`config.mk`:
```
export PLATFORM = sky130hd
export DESIGN_NAME = gate_clock_multiplier
export DESIGN_NICKNAME = d
export VERILOG_FILES = /design/src/hw/rtl/gcm_pkg.sv /design/src/hw/rtl/gcm_datapath.sv /design/src/hw/rtl/gcm_controller.sv /design/src/hw/rtl/gate_clock_multiplier.sv
export SDC_FILE = /design/constraint.sdc
export NUM_CORES = 1
export LEC_CHECK = 0
export BUFFER_PORTS_ARGS = -buffer_cell sky130_fd_sc_hd__buf_2
export CAP_MARGIN = 30
export CORE_MARGIN = 4
export CORE_UTILIZATION = 40
export CTS_BUF_LIST = sky130_fd_sc_hd__clkbuf_16
export DETAILED_ROUTE_END_ITERATION = 7
export SETUP_SLACK_MARGIN = 0.02
export SLEW_MARGIN = 10
export SYNTH_ARGS = -nofsm -noshare
export SYNTH_HDL_FRONTEND = slang
export SYNTH_SLANG_ARGS = --single-unit
```
`constraint.sdc`:
```
create_clock -name clk -period 3.68 [get_ports clk]
set_input_delay 0.552 -clock clk [delete_from_list [all_inputs] [get_ports clk]]
set_output_delay 0.552 -clock clk [all_outputs]
set_load 0.05 [all_outputs]
```
`src/hw/rtl/gcm_pkg.sv`:
```
// Package for the gate clock multiplier.
// Holds the widths, reset values, register map and controller-to-datapath command type.
// No dependencies.
package gcm_pkg;

    localparam int COUNT_WIDTH  = 24;
    localparam int RESET_PERIOD = 48000;
    localparam int CHANNELS     = 5;
    localparam int CHAN_W       = 3;
    localparam int TALLY_W      = 5;
    localparam int SAMPLE_W     = 16;
    localparam int PADDR_W      = 3;
    localparam int PDATA_W      = 32;
    localparam int TDATA_IN_W   = 16;
    localparam int TDATA_OUT_W  = 8;

    localparam logic [COUNT_WIDTH-1:0] COUNT_MAX = {COUNT_WIDTH{1'b1}};
    localparam logic [COUNT_WIDTH-1:0] PERIOD_RESET = COUNT_WIDTH'(RESET_PERIOD);
    localparam logic signed [SAMPLE_W-1:0] THRESHOLD_RESET = 16'sd4096;
    localparam logic REG_IDX_THRESHOLD = 1'b0;
    localparam logic [CHAN_W-1:0] LAST_CHAN = CHAN_W'(CHANNELS - 1);

    typedef struct packed {
        logic              capture;
        logic              edge_step;
        logic              chan_en;
        logic [CHAN_W-1:0] chan;
        logic              finish;
    } gcm_cmd_t;

endpackage

```
`src/hw/rtl/gcm_datapath.sv`:
```
// Datapath of the gate clock multiplier: edge detector, sample counter, period,
// and a shared interval/phase unit that serves one gate channel per cycle.
// Depends on gcm_pkg.
module gcm_datapath (
    input  logic                                clk,
    input  logic                                rst_n,
    input  gcm_pkg::gcm_cmd_t                   cmd,
    input  logic signed [gcm_pkg::SAMPLE_W-1:0] sample,
    input  logic signed [gcm_pkg::SAMPLE_W-1:0] threshold,
    output logic [gcm_pkg::CHANNELS-1:0]        gates
);
    import gcm_pkg::*;

    logic signed [SAMPLE_W-1:0] sample_reg;
    logic                       was_high_reg;
    logic [COUNT_WIDTH-1:0]     count_reg;
    logic [COUNT_WIDTH-1:0]     period_reg;
    logic [COUNT_WIDTH-1:0]     phase_reg [CHANNELS];
    logic [TALLY_W-1:0]         tally_reg [CHANNELS];
    logic [CHANNELS-1:0]        gates_reg;

    logic                       high;
    logic [COUNT_WIDTH-1:0]     shifted;
    logic [COUNT_WIDTH-1:0]     interval;
    logic [COUNT_WIDTH-1:0]     phase;
    logic [COUNT_WIDTH-1:0]     phase_inc;
    logic [TALLY_W-1:0]         tally;
    logic [TALLY_W-1:0]         limit;
    logic                       fire;
    logic                       advance;
    logic [COUNT_WIDTH-1:0]     phase_next;

    always_comb
    begin
        high       = sample_reg > threshold;
        shifted    = period_reg >> cmd.chan;
        interval   = (shifted == '0) ? COUNT_WIDTH'(1) : shifted;
        phase      = phase_reg[cmd.chan];
        tally      = tally_reg[cmd.chan];
        limit      = TALLY_W'(1) << cmd.chan;
        fire       = (phase == '0) && (tally < limit);
        advance    = count_reg != COUNT_MAX;
        phase_inc  = phase + COUNT_WIDTH'(1);
        phase_next = phase;
        if (advance)
        begin
            phase_next = (phase_inc == interval) ? '0 : phase_inc;
        end
    end

    always_ff @(posedge clk)
    begin
        if (cmd.capture)
        begin
            sample_reg <= sample;
        end
    end

    always_ff @(posedge clk or negedge rst_n)
    begin
        if (!rst_n)
        begin
            was_high_reg <= 1'b0;
            count_reg    <= '0;
            period_reg   <= PERIOD_RESET;
            gates_reg    <= '0;
            for (int k = 0; k < CHANNELS; k++)
            begin
                phase_reg[k] <= '0;
                tally_reg[k] <= '0;
            end
        end
        else
        begin
            if (cmd.edge_step)
            begin
                was_high_reg <= high;
                if (high && !was_high_reg)
                begin
                    period_reg <= count_reg;
                    count_reg  <= '0;
                    for (int k = 0; k < CHANNELS; k++)
                    begin
                        phase_reg[k] <= '0;
                        tally_reg[k] <= '0;
                    end
                end
            end
            if (cmd.chan_en)
            begin
                phase_reg[cmd.chan] <= phase_next;
                gates_reg[cmd.chan] <= fire;
                if (fire)
                begin
                    tally_reg[cmd.chan] <= tally + TALLY_W'(1);
                end
            end
            if (cmd.finish && advance)
            begin
                count_reg <= count_reg + COUNT_WIDTH'(1);
            end
        end
    end

    assign gates = gates_reg;

endmodule

```
`src/hw/rtl/gcm_controller.sv`:
```
// Controller of the gate clock multiplier: sequences capture, edge step,
// five channel steps and the hand-off to the output register.
// Depends on gcm_pkg.
module gcm_controller (
    input  logic              clk,
    input  logic              rst_n,
    input  logic              in_valid,
    output logic              in_ready,
    input  logic              out_free,
    output gcm_pkg::gcm_cmd_t cmd
);
    import gcm_pkg::*;

    typedef enum logic [1:0] {S_IDLE, S_EDGE, S_CHAN, S_HOLD} state_t;

    state_t            state_reg;
    logic [CHAN_W-1:0] chan_reg;

    always_ff @(posedge clk or negedge rst_n)
    begin
        if (!rst_n)
        begin
            state_reg <= S_IDLE;
            chan_reg  <= '0;
        end
        else
        begin
            unique case (state_reg)
                S_IDLE:
                begin
                    if (in_valid)
                    begin
                        state_reg <= S_EDGE;
                    end
                end
                S_EDGE:
                begin
                    chan_reg  <= '0;
                    state_reg <= S_CHAN;
                end
                S_CHAN:
                begin
                    if (chan_reg == LAST_CHAN)
                    begin
                        state_reg <= S_HOLD;
                    end
                    else
                    begin
                        chan_reg <= chan_reg + CHAN_W'(1);
                    end
                end
                S_HOLD:
                begin
                    if (out_free)
                    begin
                        state_reg <= S_IDLE;
                    end
                end
                default:
                begin
                    state_reg <= S_IDLE;
                end
            endcase
        end
    end

    always_comb
    begin
        in_ready      = state_reg == S_IDLE;
        cmd.capture   = in_ready && in_valid;
        cmd.edge_step = state_reg == S_EDGE;
        cmd.chan_en   = state_reg == S_CHAN;
        cmd.chan      = chan_reg;
        cmd.finish    = (state_reg == S_HOLD) && out_free;
    end

endmodule

```
`src/hw/rtl/gate_clock_multiplier.sv`:
```
// Top level of the gate clock multiplier: configuration register, controller,
// datapath and output register.  Depends on gcm_pkg, gcm_controller and gcm_datapath.
//
//   channel   direction  contents
//   s_*       in         clock_sample, one word per sample
//   m_*       out        five gate bits, one word per sample
//   APB       in/out     gate_threshold at byte address 0
//
// A sample passes through acceptance, the edge step, a step for each of the
// five channels in the shared interval and phase unit, and the hand-off to the
// output register; the hand-off waits while that register is still full.
// A new sample is accepted while a result waits in the output register.
// Reset clears all counters and tallies and loads the reset period at once.
module gate_clock_multiplier (
    input  logic                              clk,
    input  logic                              rst_n,
    input  logic                              s_tvalid,
    output logic                              s_tready,
    // Bits 15:0 clock_sample.
    input  logic [gcm_pkg::TDATA_IN_W-1:0]    s_tdata,
    output logic                              m_tvalid,
    input  logic                              m_tready,
    // Bit 0 gate_whole, 1 gate_half, 2 gate_quarter, 3 gate_eighth,
    // 4 gate_sixteenth, 7:5 zero.
    output logic [gcm_pkg::TDATA_OUT_W-1:0]   m_tdata,
    input  logic                              psel,
    input  logic                              penable,
    input  logic                              pwrite,
    input  logic [gcm_pkg::PADDR_W-1:0]       paddr,
    input  logic [gcm_pkg::PDATA_W-1:0]       pwdata,
    output logic [gcm_pkg::PDATA_W-1:0]       prdata,
    output logic                              pready
);
    import gcm_pkg::*;

    logic signed [SAMPLE_W-1:0] threshold_reg;
    logic                       out_valid_reg;
    logic [CHANNELS-1:0]        out_gates_reg;
    logic                       out_free;
    logic [CHANNELS-1:0]        gates;
    gcm_cmd_t                   cmd;

    assign pready   = 1'b1;
    assign prdata   = PDATA_W'(threshold_reg);
    assign out_free = !out_valid_reg || m_tready;

    always_ff @(posedge clk or negedge rst_n)
    begin
        if (!rst_n)
        begin
            threshold_reg <= THRESHOLD_RESET;
            out_valid_reg <= 1'b0;
        end
        else
        begin
            if (psel && penable && pwrite && pready
                && (paddr[PADDR_W-1] == REG_IDX_THRESHOLD))
            begin
                threshold_reg <= pwdata[SAMPLE_W-1:0];
            end
            if (cmd.finish)
            begin
                out_valid_reg <= 1'b1;
            end
            else if (m_tready)
            begin
                out_valid_reg <= 1'b0;
            end
        end
    end

    always_ff @(posedge clk)
    begin
        if (cmd.finish)
        begin
            out_gates_reg <= gates;
        end
    end

    assign m_tvalid = out_valid_reg;
    assign m_tdata  = TDATA_OUT_W'(out_gates_reg);

    gcm_controller u_ctrl (
        .clk      (clk),
        .rst_n    (rst_n),
        .in_valid (s_tvalid),
        .in_ready (s_tready),
        .out_free (out_free),
        .cmd      (cmd)
    );

    gcm_datapath u_dp (
        .clk       (clk),
        .rst_n     (rst_n),
        .cmd       (cmd),
        .sample    (s_tdata[SAMPLE_W-1:0]),
        .threshold (threshold_reg),
        .gates     (gates)
    );

endmodule

```
; After elaboration in Yosys (flattened, before gate mapping)
; Index checks and enable logic that the tools add are counted.
[op_classes]
shift = 2
n_eq_ne = 10
muxes = 36
bitwise = 2
n_lt_le_gt_ge = 6
reduce_logical = 24
n_addsub = 4
[ops]
columns = operator, count
row1 = $mux 120, 3
row2 = $mux 24, 9
row3 = $bwmux 120, 1
row4 = $mux 25, 4
row5 = $bmux 24 s3, 1
row6 = $demux 24 s3, 1
row7 = $add 24x1->24 const B, 2
row8 = $logic_not 24->1, 2
row9 = $bwmux 25, 1
row10 = $eq 24x24->1, 1
row11 = $ne 24x24->1 const B, 1
row12 = $shr 24x3->24, 1
row13 = $gt 16x16->1, 1
row14 = $bmux 5 s3, 1
row15 = $demux 5 s3, 1
row16 = $mux 5, 3
row17 = $logic_and 1x1->1, 10
row18 = $pmux 2 s4, 1
row19 = $reduce_bool 2->1, 4
row20 = $mux 2, 3
row21 = $pmux 3 s2, 1
row22 = $reduce_and 2->1, 3
row23 = $add 5x1->5 const B, 1
row24 = $bwmux 5, 1
row25 = other kinds (21), 27
[totals]
in_bits = 58
elab_cells = 104
ff_bits = 242
output_inout_bits = 43

; Logic depth before layout (Yosys ltp)
[depth]
word_depth = 10
depth_mapped = 21

; Hierarchy
; Synthesis repeated with hierarchy kept, for this count alone.
[unflattened]
hier_cells = 1421
hier_area_um2 = 14656.6
[modules_own_cells]
columns = module, seq_area_each_um2, n_inst, cells_per_inst, area_per_inst_um2
row1 = gcm_datapath, 5469.0, 1, 1323, 13306.5
row2 = gate_clock_multiplier, 576.8, 1, 64, 999.7
row3 = gcm_controller, 125.1, 1, 34, 350.3

; Least setup slack after synthesis
; OpenSTA, ideal clock, no wires.
[synth_timing]
path_type = register to register
startpoint = reg u_ctrl.chan_reg[0]
endpoint = reg u_dp.phase_reg[102] (netlist bit)
stages_incl_launch_ff = 18
t_arrival_ns = 3.795
slack_ns = -0.237
setup_ns = 0.122
t_required_ns = 3.558
synth_period_minus_slack_ns = 3.917
path_cell_list = dfrtp_1 > buf_4 > buf_8 > buf_12 > nor2_1 > a21oi_2 > inv_1 > ha_1 > nor3b_4 > nand3_1 > nor4_2 > xnor3_1 > nor4_1 > nand4_2 > nand2b_4 > buf_6 > buf_6 > a32o_1
[synth_between]
elab_chain_len = 10
elab_cells_between_ends = 18
[synth_rtl]
columns = element, line
row1 = "start, declared", gcm_controller.sv:17  ; logic [CHAN_W-1:0] chan_reg;
row2 = "start signal, assigned", gcm_controller.sv:49  ; chan_reg <= chan_reg + CHAN_W'(1);
row3 = $not 3->4 (not written as such), "gcm_datapath.sv:38, gcm_datapath.sv:91"
row4 = $bmux 24 s3, gcm_datapath.sv:38  ; phase = phase_reg[cmd.chan];
row5 = $mux 24 (not written as such) (2 in series), gcm_datapath.sv:38
row6 = $add 24x1->24, gcm_datapath.sv:43  ; phase_inc = phase + COUNT_WIDTH'(1);
row7 = $eq 24x24->1, gcm_datapath.sv:47  ; phase_next = (phase_inc == interval) ? '0 : phase_inc;
row8 = $mux 24, gcm_datapath.sv:47
row9 = $mux 24, gcm_datapath.sv:45  ; if (advance)
row10 = $bwmux 120 (*), gcm_datapath.sv:91  ; phase_reg[cmd.chan] <= phase_next;
row11 = $mux 120 (*), gcm_datapath.sv:89  ; if (cmd.chan_en)
row12 = "end signal, assigned by index", gcm_datapath.sv:91
row13 = "end, declared", gcm_datapath.sv:18  ; logic [COUNT_WIDTH-1:0] phase_reg [CHANNELS];
; Mark *: on every way between the ends. The rest lies on a longest branch, timed or not. The select of a mux whose other input is x is not followed.
; A chain may end at the register's enable or synchronous reset.

; Worst setup path in the final report
[layout_timing]
startpoint = reg u_ctrl.chan_reg[0]
endpoint = reg u_dp.phase_reg[114] (netlist bit)
; The elaborated chain is that of the path after synthesis.

==> impl_summary.txt <==
----------------------------------------------------
[Status]
  Result of the run ... finished with violations
  Failing checks ... negative setup slack

[Power]
  Peak supply drop ... 0.5309 mV
  Pwr per Cell Area ... 670.1 mW/mm^2
  Cell leakage power ... about 0.0083 uW

[STA]
  Transition time of the tightest slew-check pin ... 819.3 ps
  Final-report setup violation count ... 97
  Worst Slack Setup Final ... -181.7 ps
  Clock period minus worst slack ... a little under 4000 ps
  Count of pins over their slew limit ... 0
  Highest clock rate ... roughly 0.26 GHz
  Part of the cycle the worst path needs ... 1.049
  Largest clock skew in the final design ... 20.14 ps
  Relative slew slack ... 0.4538
  RSZ-0062 raised after global routing ... yes
  Number of failing hold endpoints at the final stage ... 0

[Clocking]
  Number of CTS-inserted buffers ... 28
  Clock tree sinks ... 242
  Library cell used as clock root buffer ... clkbuf_16
  TritonCTS clock tree ... done
  Worst-Skew Late Latency ... 570 ps
  Clock transition at the register clock pins on the worst setup and hold paths after CTS ... about 60 ps
  Number of levels the H-tree was split into ... 1
  Maximum clock path buffer count ... 3

[Cells and area]
  Fraction of layout instances using a drive strength above 1 ... 0.3097
  Final standard cell count with taps included and fillers excluded ... around 2200
  Ant. Diodes ... 0
  Flip-flop count of the largest register after layout ... 120
  Area Overhead vs Synth ... 28.77%
  Number of nets in the layout ... 1817

[Worst setup path]
  Largest fanout of any net on the critical path ... 38
  Arrival @ worst endpoint ... 4300 ps
  Worst path cell trace ... buf_12 > buf_16 > buf_16 > mux2_2 > mux2i_1 > mux2i_1 > nor4_1 > buf_4 > or2_2 > a211oi_1 > a31oi_1 > nor3b_2 > nand4_4 > nand2b_4 > buf_12 > a32o_1
  Cell depth of the worst setup path ... 16
  Delay of the slowest critical-path stage ... roughly 590 ps
  Number of cells on the worst reg-to-reg path ... 16
  Buffers and inverters on the worst path ... 5
  Type of the setup path with the least slack ... reg -> reg
  Setup crit end kind ... flip-flop
  R2r endpoint ... u_dp.phase_reg[114]
  Cell at the slowest stage of the critical path ... dfrtp_4
  Required arrival time at the worst endpoint ... 4120 ps
  R2R setup slack ... -180 ps
  Cell family with most CP delay ... simple AND/OR/NAND/NOR gates
  Worst Setup Start Kind ... flip-flop
  FF-to-FF Start ... u_ctrl.chan_reg[0]

[Synth]
  Flop and latch count out of synthesis ... around 240
  Predominant post-synthesis flop cell ... dfrtp_1
  Seq/Total Area, Yosys ... 0.4317
  Post-synthesis cell count ... about 1500
  Yosys warning total ... 0
  Async set-or-reset flop fraction in the synthesized netlist ... 0.9132
  Count of distinct cell types in the synthesized netlist ... 90
  Avg Cell Area, Syn ... 9.593 sq um
  Post-synth design cell area ... roughly 0.014 sq mm
  EDFF count, synth ... 21

[Flow run]
  # Max-Cap Violations ... 0

[Global routing]
  Vias in the first global route ... 12590
  Global-route wire length before repair ... just over 70 mm
  Largest net degree at the start of global routing ... approximately 100
  Leftover overflow at the end of global routing ... 0
  Initial antenna violation count ... 0
  Global-route usage over all layers ... 0.2298

[Detailed routing]
  Initial detailed-routing violation count ... between 1000 and 1500
  DR vias ... 12830
  Detailed-route vias per instance ... roughly 6
  Total length of routed wires ... 45.35 mm
  Residual antenna-violating net count after detailed routing ... 0
  Detailed-route wire length per cell ... between 20 and 25 um
  Number of design rule violations left after detail routing ... 0
  First-pass iteration count of the detailed router ... 5

[Placed design]
  Setup slack after placement ... -402.8 ps
  Estimated wirelength of the detail-placed design ... roughly 32 mm
  GP Congestion ... a little over 0.9
  Post-placement cell count ... roughly 2100
  Port-buffer cells ... 78

[Die]
  Die Height ... just under 200 um
  Die boundary width ... between 150 and 200 um
  Starting density of the core ... 0.4098
  Core ar. ... between 0.03 and 0.04 sq mm
  Cell Rows ... slightly below 70
  Die area ... 0.03882 sq mm
  Ports ... just over 100

[Worst hold path]
  Class of the most critical hold timing path ... in -> async

----------------------------------------------------
## where the power goes
part / leakage (uW) / internal, uW / total, uW / switching [uW]
clock network: 0.000473 / 1730 / 2880 / 1150
logic: 0.00463 / 2500 / 6110 / 3600
registers: 0.00318 / 3070 / 3350 / 279
total: 0.00828 / 7300 / 12300 / 5040
## synth_stat cells, drive strengths merged, types with 4 or more instances
cell | number | area, sq um
xnor2 | 19 | 166.4
nand3 | 82 | 415.4
o22ai | 13 | 81.33
or2 | 6 | 37.54
or3 | 9 | 56.30
edfxtp | 21 | 630.6
buf | 64 | 452.9
nor2 | 97 | 364.1
nor3 | 27 | 140.1
nand2 | 175 | 656.9
a32o | 64 | 640.6
nand2b | 11 | 76.32
a21oi | 60 | 307.8
clkbuf | 58 | 217.7
nor3b | 5 | 58.80
a31oi | 34 | 219.0
and3 | 20 | 125.1
and2 | 10 | 62.56
and4 | 4 | 35.03
dfstp | 8 | 210.2
mux2 | 42 | 473.0
xor2 | 24 | 210.2
dfrtp | 213 | 5330
nand4 | 21 | 137.6
nand3b | 11 | 82.58
o31ai | 4 | 30.03
a211oi | 11 | 87.58
a22o | 8 | 70.07
a32oi | 5 | 43.79
o211ai | 13 | 97.59
inv | 42 | 157.6
a21o | 10 | 75.07
o21ai | 113 | 565.5
nor4 | 13 | 123.9
mux4 | 11 | 247.7
ha | 33 | 412.9
nor2b | 7 | 43.79
a22oi | 7 | 52.55
mux2i | 61 | 610.6
a21boi | 5 | 37.54
## kinds of logic (layout without fill, tap and decap cells)
kind of cell,Yosys count,count (layout),synth area share
other,2,4,0.0005254
flip-flops,242,242,0.4317
XOR/XNOR,44,44,0.02792
buffers and inverters,164,419,0.05795
AND/OR/NAND/NOR,507,507,0.1743
AO/OA/AOI/OAI,383,383,0.1849
multiplexers,114,114,0.09314
adder cells (fa/ha/maj),34,34,0.02959
## through the flow
step	total power [uW]	TNS, ps	area (sq um)	utilization	hold WS, ps
3_3_place_gp	8451	-23270	16360	0.4690	454.9
5_1_grt	12930	-23670	18410	0.5277	102.8
2_1_floorplan	6621	0	14390	-	256.4
3_5_place_dp	8528	-32000	16360	0.4690	446.1
4_1_cts	12030	-11010	18080	0.5182	89.75
6_report	12330	-12050	18410	0.5277	32.39
## metal layers
layer | global-route usage | wire (um) | vias up | part of all wire
li1 | - | - | 5970 | -
met1 | 0.3266 | 20360 | 6371 | 0.45
met2 | 0.3764 | 21300 | 418 | 0.47
met3 | 0.03241 | 2750 | 69 | 0.061
met4 | 0.05162 | 942 | 0 | 0.021
met5 | 0 | 0 | - | 0
## cell type report
type | count | area [sq um]
multi-input combinational | 1086 | 7929
timing repair buffer | 326 | 2626
clock buffer | 28 | 700.7
clock inverter | 23 | 244.0
fill | 3202 | 16480
sequential | 242 | 6177
inverter | 42 | 160.2
tap | 455 | 569.3
## layout by cell type (no fill, tap or decap), types with 8 or more instances in the layout
cell       count
mux2i_1       55
nand4_1       20
and3_1        19
buf_12        12
buf_2         77
a32o_1        64
a21o_1        10
o22ai_1        9
nor2_2         8
a211oi_1       9
edfxtp_1      21
nor2_1        85
a21oi_1       51
inv_1         42
o21ai_0      100
and2_1        10
nand3b_1      11
a22o_1         8
xor2_1        23
buf_6         29
a31oi_1       29
dfstp_2        8
mux2_2        42
o211ai_1      13
mux4_2        11
ha_1          31
nand3_1       77
o21ai_1       10
buf_4        201
dfrtp_1      210
nor3_1        22
nand2_1      172
clkbuf_16     28
xnor2_1       17
## worst max path at each step
stage | start | to | slack (ps)
final | u_ctrl.chan_reg[0] | u_dp.phase_reg[114] | -180
after global routing | u_ctrl.chan_reg[0] | u_dp.phase_reg[55] | -300
after CTS | u_ctrl.chan_reg[0] | u_dp.phase_reg[114] | -160
after detailed placement | u_ctrl.chan_reg[1] | u_dp.phase_reg[17] | -400
after global placement | u_ctrl.chan_reg[1] | u_dp.phase_reg[89] | -290
after floorplan | u_ctrl.chan_reg[0] | u_dp.phase_reg[102] | 20
## repair_timing
action,CTS,global route
gates cloned,3,0
setup buffers,31,12
gates resized for setup,95,48
pin swaps,33,22
endpoints found under the hold margin,0,0
setup endpoints to repair,111,136
hold buffers,0,0
Note: power is estimated with default switching activity, not from simulation.
